**src/rtl/pn3d_pkg.sv**
```systemverilog
// Shared types, constants and step codes of the 3D gradient noise block.
`default_nettype none
package pn3d_pkg;

  // Default fixed-point formats.
  localparam int COORD_FRAC_BITS_DEF = 16;
  localparam int OUT_FRAC_BITS_DEF   = 16;

  // Result field width.
  localparam int NOISE_W = 18;

  // Input item commands.
  localparam logic CMD_LOAD = 1'b0;
  localparam logic CMD_EVAL = 1'b1;

  // Sequencer counter and phase lengths.
  localparam int CNT_W = 6;
  localparam logic [CNT_W-1:0] HASH_LAST = CNT_W'(27);
  localparam logic [CNT_W-1:0] MATH_LAST = CNT_W'(37);

  // Table lookup steps, in issue order.
  localparam logic [3:0] LK_CX  = 4'd0;
  localparam logic [3:0] LK_CX1 = 4'd1;
  localparam logic [3:0] LK_A   = 4'd2;
  localparam logic [3:0] LK_A1  = 4'd3;
  localparam logic [3:0] LK_B   = 4'd4;
  localparam logic [3:0] LK_B1  = 4'd5;
  localparam logic [3:0] LK_AA  = 4'd6;
  localparam logic [3:0] LK_BA  = 4'd7;
  localparam logic [3:0] LK_AB  = 4'd8;
  localparam logic [3:0] LK_BB  = 4'd9;
  localparam logic [3:0] LK_AA1 = 4'd10;
  localparam logic [3:0] LK_BA1 = 4'd11;
  localparam logic [3:0] LK_AB1 = 4'd12;
  localparam logic [3:0] LK_BB1 = 4'd13;

  // Multiply steps: three fades of four products each, then seven blends.
  localparam logic [4:0] OP_EASE_X = 5'd0;
  localparam logic [4:0] OP_EASE_Y = 5'd4;
  localparam logic [4:0] OP_EASE_Z = 5'd8;
  localparam logic [4:0] OP_LERP_0 = 5'd12;
  localparam logic [4:0] OP_LERP_1 = 5'd13;
  localparam logic [4:0] OP_LERP_2 = 5'd14;
  localparam logic [4:0] OP_LERP_3 = 5'd15;
  localparam logic [4:0] OP_LERP_4 = 5'd16;
  localparam logic [4:0] OP_LERP_5 = 5'd17;
  localparam logic [4:0] OP_LERP_6 = 5'd18;

  // Controller states.
  typedef enum logic [3:0] {
    ST_IDLE = 4'b0001,
    ST_HASH = 4'b0010,
    ST_MATH = 4'b0100,
    ST_DONE = 4'b1000
  } state_t;

  // Commands from the controller to the datapath.
  typedef struct packed {
    logic       load;
    logic       wr;
    logic       hash;
    logic [3:0] idx;
    logic       capture;
    logic       math;
    logic [4:0] op;
    logic       sub;
    logic       finish;
  } ctrl_t;

endpackage
`default_nettype wire

```
**src/rtl/pn3d_req_if.sv**
```systemverilog
// Request channel: load or evaluate items.
`default_nettype none
interface pn3d_req_if;
  logic               valid;
  logic               ready;
  logic               cmd;
  logic [7:0]         table_index;
  logic [7:0]         table_value;
  logic signed [31:0] x_coord;
  logic signed [31:0] y_coord;
  logic signed [31:0] z_coord;

  modport source (output valid, cmd, table_index, table_value, x_coord, y_coord, z_coord,
                  input ready);
  modport sink (input valid, cmd, table_index, table_value, x_coord, y_coord, z_coord,
                output ready);
endinterface
`default_nettype wire

```
**src/rtl/pn3d_rsp_if.sv**
```systemverilog
// Result channel: one noise value per evaluate item.
`default_nettype none
interface pn3d_rsp_if;
  logic                                   valid;
  logic                                   ready;
  logic signed [pn3d_pkg::NOISE_W-1:0]    noise_value;

  modport source (output valid, noise_value, input ready);
  modport sink (input valid, noise_value, output ready);
endinterface
`default_nettype wire

```
**src/rtl/pn3d_ctrl.sv**
```systemverilog
// Controller state machine: sequences lookups, multiplies and the result transfer.
`default_nettype none
module pn3d_ctrl (
  input  wire logic             clk,
  input  wire logic             rst,
  input  wire logic             in_valid,
  input  wire logic             in_cmd,
  input  wire logic             out_ready,
  output logic                  in_ready,
  output logic                  out_valid,
  output pn3d_pkg::ctrl_t       ctl
);

  pn3d_pkg::state_t                 state, state_next;
  logic [pn3d_pkg::CNT_W-1:0]       cnt, cnt_next;
  logic                             out_valid_next;
  logic                             accept;

  // Items are taken only between evaluations.
  assign in_ready = (state == pn3d_pkg::ST_IDLE);
  assign accept   = in_valid && in_ready;

  // Commands to the datapath.
  always_comb begin
    ctl         = '0;
    ctl.load    = accept && (in_cmd == pn3d_pkg::CMD_EVAL);
    ctl.wr      = accept && (in_cmd == pn3d_pkg::CMD_LOAD);
    ctl.hash    = (state == pn3d_pkg::ST_HASH);
    ctl.idx     = cnt[4:1];
    ctl.capture = cnt[0];
    ctl.math    = (state == pn3d_pkg::ST_MATH);
    ctl.op      = cnt[5:1];
    ctl.sub     = cnt[0];
    ctl.finish  = (state == pn3d_pkg::ST_DONE) && (!out_valid || out_ready);
  end

  // Next state and step counter.
  always_comb begin
    state_next = state;
    cnt_next   = cnt;
    unique case (state)
      pn3d_pkg::ST_IDLE: begin
        cnt_next = '0;
        if (ctl.load) state_next = pn3d_pkg::ST_HASH;
      end
      pn3d_pkg::ST_HASH: begin
        if (cnt == pn3d_pkg::HASH_LAST) begin
          cnt_next   = '0;
          state_next = pn3d_pkg::ST_MATH;
        end else begin
          cnt_next = cnt + 1'b1;
        end
      end
      pn3d_pkg::ST_MATH: begin
        if (cnt == pn3d_pkg::MATH_LAST) begin
          cnt_next   = '0;
          state_next = pn3d_pkg::ST_DONE;
        end else begin
          cnt_next = cnt + 1'b1;
        end
      end
      pn3d_pkg::ST_DONE: begin
        if (ctl.finish) state_next = pn3d_pkg::ST_IDLE;
      end
      default: state_next = pn3d_pkg::ST_IDLE;
    endcase
  end

  // The output register is full from finish until its transfer.
  always_comb begin
    out_valid_next = out_valid;
    if (out_valid && out_ready) out_valid_next = 1'b0;
    if (ctl.finish) out_valid_next = 1'b1;
  end

  always_ff @(posedge clk) begin
    if (rst) begin
      state     <= pn3d_pkg::ST_IDLE;
      cnt       <= '0;
      out_valid <= 1'b0;
    end else begin
      state     <= state_next;
      cnt       <= cnt_next;
      out_valid <= out_valid_next;
    end
  end

endmodule
`default_nettype wire

```
**src/rtl/pn3d_datapath.sv**
```systemverilog
// Datapath: permutation memory, hash registers, corner gradients and a shared multiplier.
`default_nettype none
module pn3d_datapath #(
  parameter int COORD_FRAC_BITS = pn3d_pkg::COORD_FRAC_BITS_DEF,
  parameter int OUT_FRAC_BITS   = pn3d_pkg::OUT_FRAC_BITS_DEF
) (
  input  wire logic                                 clk,
  input  wire pn3d_pkg::ctrl_t                      ctl,
  input  wire logic [7:0]                           table_index,
  input  wire logic [7:0]                           table_value,
  input  wire logic signed [31:0]                   x_coord,
  input  wire logic signed [31:0]                   y_coord,
  input  wire logic signed [31:0]                   z_coord,
  output logic signed [pn3d_pkg::NOISE_W-1:0]       noise_value
);

  localparam int F   = COORD_FRAC_BITS;
  localparam int W   = F + 6;
  localparam int PW  = 2 * W;
  localparam int SW  = W + OUT_FRAC_BITS;
  localparam int LSH = (OUT_FRAC_BITS >= F) ? OUT_FRAC_BITS - F : 0;
  localparam int RSH = (OUT_FRAC_BITS >= F) ? 0 : F - OUT_FRAC_BITS;
  localparam logic signed [W-1:0] ONE_Q   = W'(1) << F;
  localparam logic signed [W-1:0] TEN_Q   = W'(10) << F;
  localparam logic signed [W-1:0] FIFTN_Q = W'(15) << F;
  localparam logic signed [SW-1:0] SAT_HI = SW'((1 << (pn3d_pkg::NOISE_W - 1)) - 1);
  localparam logic signed [SW-1:0] SAT_LO = -SAT_HI - SW'(1);

  logic [7:0]          mem [0:255];
  logic [7:0]          rd_data;
  logic [7:0]          rd_addr;
  logic [7:0]          cx, cy, cz;
  logic [7:0]          ha, hb, haa, hab, hba, hbb;
  logic signed [W-1:0] fx, fy, fz, ex, ey, ez;
  logic signed [W-1:0] c [0:7];
  logic signed [W-1:0] nfx, nfy, nfz;
  logic signed [W-1:0] mul_t, mul_y, mul_a, add_v, diff, res;
  logic signed [PW-1:0] prod, prod_c;
  logic signed [SW-1:0] ext, scaled;
  logic [2:0]          cidx;

  // Gradient dot product from the low four hash bits.
  function automatic logic signed [W-1:0] corner(input logic [3:0] h,
                                                 input logic signed [W-1:0] dx,
                                                 input logic signed [W-1:0] dy,
                                                 input logic signed [W-1:0] dz);
    logic signed [W-1:0] p, q;
    p = (h < 4'd8) ? dx : dy;
    q = (h < 4'd4) ? dy : ((h == 4'd12 || h == 4'd14) ? dx : dz);
    if (h[0]) p = -p;
    if (h[1]) q = -q;
    return p + q;
  endfunction

  // Fractions of the incoming point.
  assign nfx = W'({1'b0, x_coord[F-1:0]});
  assign nfy = W'({1'b0, y_coord[F-1:0]});
  assign nfz = W'({1'b0, z_coord[F-1:0]});

  // Lookup address for each step; all sums wrap at 256.
  always_comb begin
    case (ctl.idx)
      pn3d_pkg::LK_CX:  rd_addr = cx;
      pn3d_pkg::LK_CX1: rd_addr = cx + 8'd1;
      pn3d_pkg::LK_A:   rd_addr = ha + cy;
      pn3d_pkg::LK_A1:  rd_addr = ha + cy + 8'd1;
      pn3d_pkg::LK_B:   rd_addr = hb + cy;
      pn3d_pkg::LK_B1:  rd_addr = hb + cy + 8'd1;
      pn3d_pkg::LK_AA:  rd_addr = haa + cz;
      pn3d_pkg::LK_BA:  rd_addr = hba + cz;
      pn3d_pkg::LK_AB:  rd_addr = hab + cz;
      pn3d_pkg::LK_BB:  rd_addr = hbb + cz;
      pn3d_pkg::LK_AA1: rd_addr = haa + cz + 8'd1;
      pn3d_pkg::LK_BA1: rd_addr = hba + cz + 8'd1;
      pn3d_pkg::LK_AB1: rd_addr = hab + cz + 8'd1;
      pn3d_pkg::LK_BB1: rd_addr = hbb + cz + 8'd1;
      default:          rd_addr = cx;
    endcase
  end

  // Permutation memory: one write port for loads, one registered read port.
  always_ff @(posedge clk) begin
    if (ctl.wr) mem[table_index] <= table_value;
    rd_data <= mem[rd_addr];
  end

  // Corner number of a final hash lookup: bit 0 picks x-1, bit 1 y-1, bit 2 z-1.
  assign cidx = 3'(ctl.idx - pn3d_pkg::LK_AA);

  // Operand selection for each multiply step.
  always_comb begin
    mul_t = fx;
    mul_y = ex;
    mul_a = '0;
    add_v = '0;
    unique case (ctl.op) inside
      [pn3d_pkg::OP_EASE_X : pn3d_pkg::OP_EASE_Y - 5'd1]: begin
        mul_t = fx;
        mul_y = ex;
        add_v = (ctl.op == pn3d_pkg::OP_EASE_X) ? TEN_Q : '0;
      end
      [pn3d_pkg::OP_EASE_Y : pn3d_pkg::OP_EASE_Z - 5'd1]: begin
        mul_t = fy;
        mul_y = ey;
        add_v = (ctl.op == pn3d_pkg::OP_EASE_Y) ? TEN_Q : '0;
      end
      [pn3d_pkg::OP_EASE_Z : pn3d_pkg::OP_LERP_0 - 5'd1]: begin
        mul_t = fz;
        mul_y = ez;
        add_v = (ctl.op == pn3d_pkg::OP_EASE_Z) ? TEN_Q : '0;
      end
      pn3d_pkg::OP_LERP_0: begin mul_t = ex; mul_a = c[0]; mul_y = c[1]; add_v = c[0]; end
      pn3d_pkg::OP_LERP_1: begin mul_t = ex; mul_a = c[2]; mul_y = c[3]; add_v = c[2]; end
      pn3d_pkg::OP_LERP_2: begin mul_t = ex; mul_a = c[4]; mul_y = c[5]; add_v = c[4]; end
      pn3d_pkg::OP_LERP_3: begin mul_t = ex; mul_a = c[6]; mul_y = c[7]; add_v = c[6]; end
      pn3d_pkg::OP_LERP_4: begin mul_t = ey; mul_a = c[0]; mul_y = c[2]; add_v = c[0]; end
      pn3d_pkg::OP_LERP_5: begin mul_t = ey; mul_a = c[4]; mul_y = c[6]; add_v = c[4]; end
      pn3d_pkg::OP_LERP_6: begin mul_t = ez; mul_a = c[0]; mul_y = c[4]; add_v = c[0]; end
      default: begin mul_t = fx; end
    endcase
  end

  // Shared multiplier; the product is registered before the shift and add.
  assign diff   = mul_y - mul_a;
  assign prod_c = mul_t * diff;
  assign res    = W'(prod >>> F) + add_v;

  // Output rescale and saturation.
  assign ext    = SW'(c[0]);
  assign scaled = (ext <<< LSH) >>> RSH;

  always_ff @(posedge clk) begin
    // Latch the point at the start of an evaluation.
    if (ctl.load) begin
      cx <= x_coord[F+7:F];
      cy <= y_coord[F+7:F];
      cz <= z_coord[F+7:F];
      fx <= nfx;
      fy <= nfy;
      fz <= nfz;
      ex <= W'(6) * nfx - FIFTN_Q;
      ey <= W'(6) * nfy - FIFTN_Q;
      ez <= W'(6) * nfz - FIFTN_Q;
    end
    // Capture lookup results.
    if (ctl.hash && ctl.capture) begin
      case (ctl.idx)
        pn3d_pkg::LK_CX:  ha  <= rd_data;
        pn3d_pkg::LK_CX1: hb  <= rd_data;
        pn3d_pkg::LK_A:   haa <= rd_data;
        pn3d_pkg::LK_A1:  hab <= rd_data;
        pn3d_pkg::LK_B:   hba <= rd_data;
        pn3d_pkg::LK_B1:  hbb <= rd_data;
        default: c[cidx] <= corner(rd_data[3:0],
                                   cidx[0] ? fx - ONE_Q : fx,
                                   cidx[1] ? fy - ONE_Q : fy,
                                   cidx[2] ? fz - ONE_Q : fz);
      endcase
    end
    // Each step first registers the product, then writes the shifted and added result back.
    if (ctl.math) begin
      if (!ctl.sub) begin
        prod <= prod_c;
      end else begin
        unique case (ctl.op) inside
          [pn3d_pkg::OP_EASE_X : pn3d_pkg::OP_EASE_Y - 5'd1]: ex <= res;
          [pn3d_pkg::OP_EASE_Y : pn3d_pkg::OP_EASE_Z - 5'd1]: ey <= res;
          [pn3d_pkg::OP_EASE_Z : pn3d_pkg::OP_LERP_0 - 5'd1]: ez <= res;
          pn3d_pkg::OP_LERP_0, pn3d_pkg::OP_LERP_4, pn3d_pkg::OP_LERP_6: c[0] <= res;
          pn3d_pkg::OP_LERP_1: c[2] <= res;
          pn3d_pkg::OP_LERP_2, pn3d_pkg::OP_LERP_5: c[4] <= res;
          pn3d_pkg::OP_LERP_3: c[6] <= res;
          default: prod <= prod;
        endcase
      end
    end
    // Load the result register.
    if (ctl.finish) begin
      if (scaled > SAT_HI)      noise_value <= pn3d_pkg::NOISE_W'(SAT_HI);
      else if (scaled < SAT_LO) noise_value <= pn3d_pkg::NOISE_W'(SAT_LO);
      else                      noise_value <= pn3d_pkg::NOISE_W'(scaled);
    end
  end

endmodule
`default_nettype wire

```
**src/rtl/perlin_noise_3d.sv**
```systemverilog
// Top level of the 3D improved gradient noise block.
//
// The request channel carries two kinds of transfer. A load (cmd 0) writes one
// byte of the 256-entry permutation table in the cycle it is accepted and gives
// no result. An evaluate (cmd 1) takes a signed fixed-point point and gives one
// saturated 18-bit noise value on the result channel. Software loads every
// table entry before the first evaluation.
// An evaluation first makes fourteen dependent lookups through the registered
// read port of the table memory, then nineteen multiplies (three quintic fades
// and seven blends) on one shared multiplier, and then loads the output
// register. Loads are taken one per cycle while the block is idle; the next
// item is taken right after the result register is loaded. A stalled receiver
// keeps the result in the output register; a finished evaluation then waits
// until that register is free. Reset empties the output register and returns
// the controller to idle; the table keeps its contents.
`default_nettype none
module perlin_noise_3d #(
  parameter int COORD_FRAC_BITS = pn3d_pkg::COORD_FRAC_BITS_DEF,
  parameter int OUT_FRAC_BITS   = pn3d_pkg::OUT_FRAC_BITS_DEF
) (
  input wire logic        clk,
  input wire logic        rst,
  pn3d_req_if.sink        request,
  pn3d_rsp_if.source      result
);

  pn3d_pkg::ctrl_t ctl;
  logic            in_ready;
  logic            out_valid;

  pn3d_ctrl u_ctrl (
    .clk       (clk),
    .rst       (rst),
    .in_valid  (request.valid),
    .in_cmd    (request.cmd),
    .out_ready (result.ready),
    .in_ready  (in_ready),
    .out_valid (out_valid),
    .ctl       (ctl)
  );

  pn3d_datapath #(
    .COORD_FRAC_BITS (COORD_FRAC_BITS),
    .OUT_FRAC_BITS   (OUT_FRAC_BITS)
  ) u_datapath (
    .clk         (clk),
    .ctl         (ctl),
    .table_index (request.table_index),
    .table_value (request.table_value),
    .x_coord     (request.x_coord),
    .y_coord     (request.y_coord),
    .z_coord     (request.z_coord),
    .noise_value (result.noise_value)
  );

  assign request.ready = in_ready;
  assign result.valid  = out_valid;

  // An accepted evaluation closes the request channel in the next cycle.
  a_eval_busy: assert property (@(posedge clk) disable iff (rst)
    (request.valid && request.ready && request.cmd == pn3d_pkg::CMD_EVAL) |=> !request.ready)
    else $error("request channel open after evaluate transfer");

  // A result appears only after the datapath loaded it.
  a_result_source: assert property (@(posedge clk) disable iff (rst)
    $rose(result.valid) |-> $past(ctl.finish))
    else $error("result valid without finish");

  // Finishing never overlaps with taking a new item.
  a_finish_idle: assert property (@(posedge clk) disable iff (rst)
    ctl.finish |-> !request.ready)
    else $error("finish while request channel open");

endmodule
`default_nettype wire

```
**src/flat_wrapper.sv**
```systemverilog
// flat-port wrapper written by rule: the top's interface ports become plain ports
module perlin_noise_3d_flat 
#(
  parameter int COORD_FRAC_BITS = pn3d_pkg::COORD_FRAC_BITS_DEF,
  parameter int OUT_FRAC_BITS   = pn3d_pkg::OUT_FRAC_BITS_DEF
)
  (clk, rst, request_valid, request_cmd, request_table_index, request_table_value, request_x_coord, request_y_coord, request_z_coord, request_ready, result_valid, result_noise_value, result_ready);
  pn3d_req_if request_i ();
  pn3d_rsp_if result_i ();
  input wire logic clk;
  input wire logic rst;
  input wire logic [$bits(request_i.valid)-1:0] request_valid;
  input wire logic [$bits(request_i.cmd)-1:0] request_cmd;
  input wire logic [$bits(request_i.table_index)-1:0] request_table_index;
  input wire logic [$bits(request_i.table_value)-1:0] request_table_value;
  input wire logic [$bits(request_i.x_coord)-1:0] request_x_coord;
  input wire logic [$bits(request_i.y_coord)-1:0] request_y_coord;
  input wire logic [$bits(request_i.z_coord)-1:0] request_z_coord;
  output wire logic [$bits(request_i.ready)-1:0] request_ready;
  output wire logic [$bits(result_i.valid)-1:0] result_valid;
  output wire logic [$bits(result_i.noise_value)-1:0] result_noise_value;
  input wire logic [$bits(result_i.ready)-1:0] result_ready;
  assign request_i.valid = request_valid;
  assign request_i.cmd = request_cmd;
  assign request_i.table_index = request_table_index;
  assign request_i.table_value = request_table_value;
  assign request_i.x_coord = request_x_coord;
  assign request_i.y_coord = request_y_coord;
  assign request_i.z_coord = request_z_coord;
  assign request_ready = request_i.ready;
  assign result_valid = result_i.valid;
  assign result_noise_value = result_i.noise_value;
  assign result_i.ready = result_ready;
  perlin_noise_3d #(.COORD_FRAC_BITS(COORD_FRAC_BITS), .OUT_FRAC_BITS(OUT_FRAC_BITS)) u_core (.clk(clk), .rst(rst), .request(request_i), .result(result_i));
endmodule
```
**config.mk**
```make
export PLATFORM = sky130hd
export DESIGN_NAME = perlin_noise_3d_flat
export DESIGN_NICKNAME = d
export VERILOG_FILES = /design/src/rtl/pn3d_pkg.sv /design/src/rtl/pn3d_req_if.sv /design/src/rtl/pn3d_rsp_if.sv /design/src/rtl/pn3d_ctrl.sv /design/src/rtl/pn3d_datapath.sv /design/src/rtl/perlin_noise_3d.sv /design/src/flat_wrapper.sv
export SDC_FILE = /design/constraint.sdc
export NUM_CORES = 2
export LEC_CHECK = 0
export ABC_AREA = 1
export BUFFER_PORTS_ARGS = -buffer_cell sky130_fd_sc_hd__buf_4
export CELL_PAD_IN_SITES_DETAIL_PLACEMENT = 0
export CELL_PAD_IN_SITES_GLOBAL_PLACEMENT = 1
export CORE_ASPECT_RATIO = 0.9
export CORE_MARGIN = 8
export CORE_UTILIZATION = 46
export DETAILED_ROUTE_END_ITERATION = 10
export PLACE_DENSITY = 0.73
export SLEW_MARGIN = 20
export SYNTH_ARGS = -nofsm -noshare
export SYNTH_HDL_FRONTEND = slang
export SYNTH_HIERARCHICAL = 1
export SYNTH_SLANG_ARGS = --single-unit
export TNS_END_PERCENT = 5
```
**constraint.sdc**
```tcl
create_clock -name clk -period 9.92 [get_ports clk]
set_clock_uncertainty 0.05 [all_clocks]
set_input_delay 0.496 -clock clk [delete_from_list [all_inputs] [get_ports clk]]
set_output_delay 0.496 -clock clk [all_outputs]
set_load 0.1 [all_outputs]
```
==> reports/qor.csv <==
stage;metric;value;unit
critical_path;crit_required;10.47;ns
min_path;hold_path_end;u_core/u_datapath/mem[94][0];
floorplan;core;285000;um2
cells_and_area;area_growth;13.7;%
cells_and_area;drive_above_1_share;10.1;%
place;port_buffers;112;
sta;slew_headroom;19.1;%
critical_path;startpoint_type;register;
route;vias_per_cell;5.72;
critical_path;max_stage_delay;0.57;ns
synthesis;syn_inst;13500;
sta;min_period;9.70;ns
sta;setup_viol;0;
critical_path;worstRegToRegCells;48;
synthesis;ys_seq_area_share;55.6;%
cells_and_area;fin_util;52.5;%
route;drt-initial-drc-count;11200;
floorplan;dieArea;304000;um2
grt;grt_pass1_wl;655000;um
run_status;status;finished clean;
critical_path;path_common_cell;buf_4;
critical_path;critical_path_class;register to register;
synthesis;ys_ff_latch;2469;
route;wirelength;449000;um
critical_path;critPathMaxFanout;8;
critical_path;rr_endpoint;u_core/u_datapath/prod[35];
min_path;min_path_type;primary input to register;
grt;grt_max_degree;192;
critical_path;arrival;10.25;ns
floorplan;ios;137;
cts;clock_path_buffers;4;
grt;grt_overflow;0;
sta;final_hold_viol_count;0;
route;ant_nets;0;
min_path;hp-start;request_table_value[0];
sta;tightest_slew;1.21;ns
floorplan;die_y;524;um
synthesis;ys_types;66;
synthesis;syn_area_per_cell;9.76;um2
run;max_cap_viol_count;0;
route;dr.pass1.iters;6;
sta;maxSlewViolCount;0;
route;wl_per_cell;25.2;um
place;hpwl;299000;um
cts;clockRootBuffer;clkbuf_16;
cts;cts_buffers;270;
synthesis;synthArstFlopShare;0;%
critical_path;r2r-start;u_core/u_ctrl/cnt[2];
critical_path;crit_path_end_kind;register;
critical_path;cp_slowest_cell;fa_1;
min_path;hold_depth;1;
place;place_congestion;0.986;
route;vias;102000;
cts;cts.clk_slew.worst_paths;0.06;ns
synthesis;synth_top_area_share;54.3;%
cells_and_area;fill_cells;25600;
synthesis;synth_edf_count;2384;
sta;max_clock_freq;0.103;GHz
floorplan;row_count;186;
synthesis;ys.flop_type;edfxtp_1;
sta;fin_setup_tns;0;ns
cts;htree_levels;5;
grt;grt_usage;28.5;%
grt;grt_antenna_before_repair;44;
cells_and_area;fin_nets;14700;
cts;cts_tree;built;
synthesis;synth_warnings;6;
route;drc;0;
synthesis;synth_area_leaders;edfxtp_1 54%, nand2_1 10%, nand3_1 8.8%, fa_1 6.9%, inv_1 4.0%;
sta;fin_crit_sh;97.8;%
floorplan;start_util;46.2;%
cts;clk_latency;0.86;ns
synthesis;synth_fp_nets;14400;
critical_path;r2r_slack;0.22;ns
synthesis;netlist_area;132000;um2
synthesis;yosys.cell_count.top_type;nand2_1;
synthesis;yosysTopAreaCell;edfxtp_1;
grt;grt_pass1_vias;97200;
synthesis;synth_commonest_cells;3670 x nand2_1, 2384 x edfxtp_1, 2306 x nand3_1, 1393 x inv_1, 733 x nor2_1;
cts;clkSinkCount;2469;
floorplan;die_w;580;um
## registers in the layout, indices dropped and copies added (netlist names), 16 cells and up
register,count
u_core/u_datapath/c,176
u_core/u_datapath/ex,22
u_core/u_datapath/ey,22
u_core/u_datapath/ez,22
u_core/u_datapath/fx,16
u_core/u_datapath/fy,16
u_core/u_datapath/fz,16
u_core/u_datapath/mem,2048
u_core/u_datapath/noise_value,18
u_core/u_datapath/prod,22
## stage by stage
step / std cells / area (um2) / worst slack [ns] / hold slack, ns
floorplan: 13500 / 132000 / 0.261 / 0.403
global route: 17800 / 150000 / -0.106 / 0.0587
finish: 17800 / 150000 / 0.219 / 0.0534
CTS: 17800 / 148000 / 0.00542 / 0.0480
detailed placement: 17200 / 139000 / -0.505 / 0.426
global placement: 17200 / 139000 / -0.650 / 0.417
## layer usage
metal  part of all wire, %  track usage (%)
met1                    44             41.5
met2                    44             43.2
met3                   9.3             5.48
met4                   3.6             9.23
met5                 0.022                0
## worst max-delay path: cells and delay by family, from the launching register on
family | cells | cell delay, ns
AO/OA/AOI/OAI | 6 | 1.18
adder cells (fa/ha/maj) | 9 | 4.18
buffers and inverters | 17 | 1.92
flip-flops | 1 | 0.34
AND/OR/NAND/NOR | 16 | 1.77
## worst max path at each step
stage | start | endpoint | slack [ns] | cells past startpoint
after global routing | u_core/u_ctrl/cnt[4] | u_core/u_datapath/prod[37] | -0.11 | 55
after detailed placement | u_core/u_ctrl/cnt[1] | u_core/u_datapath/prod[37] | -0.50 | 50
after floorplan | u_core/u_ctrl/cnt[5] | u_core/u_datapath/prod[37] | 0.26 | 52
final | u_core/u_ctrl/cnt[2] | u_core/u_datapath/prod[35] | 0.22 | 48
after CTS | u_core/u_ctrl/cnt[1] | u_core/u_datapath/prod[37] | 0.005 | 48
after global placement | u_core/u_ctrl/cnt[4] | u_core/u_datapath/prod[37] | -0.65 | 49
## final cells by class
class / count / area, um2 / area share, %
sequential: 2469 / 73300 / 48.9
multi-input combinational: 8859 / 51000 / 34.1
clock buffer: 342 / 7250 / 4.84
timing repair buffer: 823 / 7130 / 4.76
inverter: 1425 / 5400 / 3.61
tap: 3760 / 4700 / 3.14
clock inverter: 112 / 977 / 0.652
antenna: 17 / 42.5 / 0.0284
## layout by cell type, fill, tap and decap left out, types with 249 or more instances in the layout
cell       instances
nand2_1         3638
edfxtp_1        2384
nand3_1         2299
inv_1           1361
nor2_1           706
buf_4            664
fa_1             433
o21ai_0          303
clkbuf_16        279
ha_1             274
nand3b_1         249
## repair_timing
item / CTS / global route
hold buffers: 77 / 0
endpoints found under the hold margin: 92 / 0
gates cloned: 0 / 2
endpoints found under the setup margin: 4 / 19
pin swaps: 0 / 95
buffers inserted: 0 / 43
resized for setup: 20 / 266
## logic make-up after synthesis
group	after synthesis	synth area share, %
xor+xnor	138	0.917
buf+inv	2174	6.54
compound gates	843	3.77
fa+ha+maj	739	9.59
simple gates	7139	23.6
flops	2469	55.6
Power is left out: the tool's default activity adds up to more than one toggle a clock period on the data nets, which glitch-free logic cannot reach.
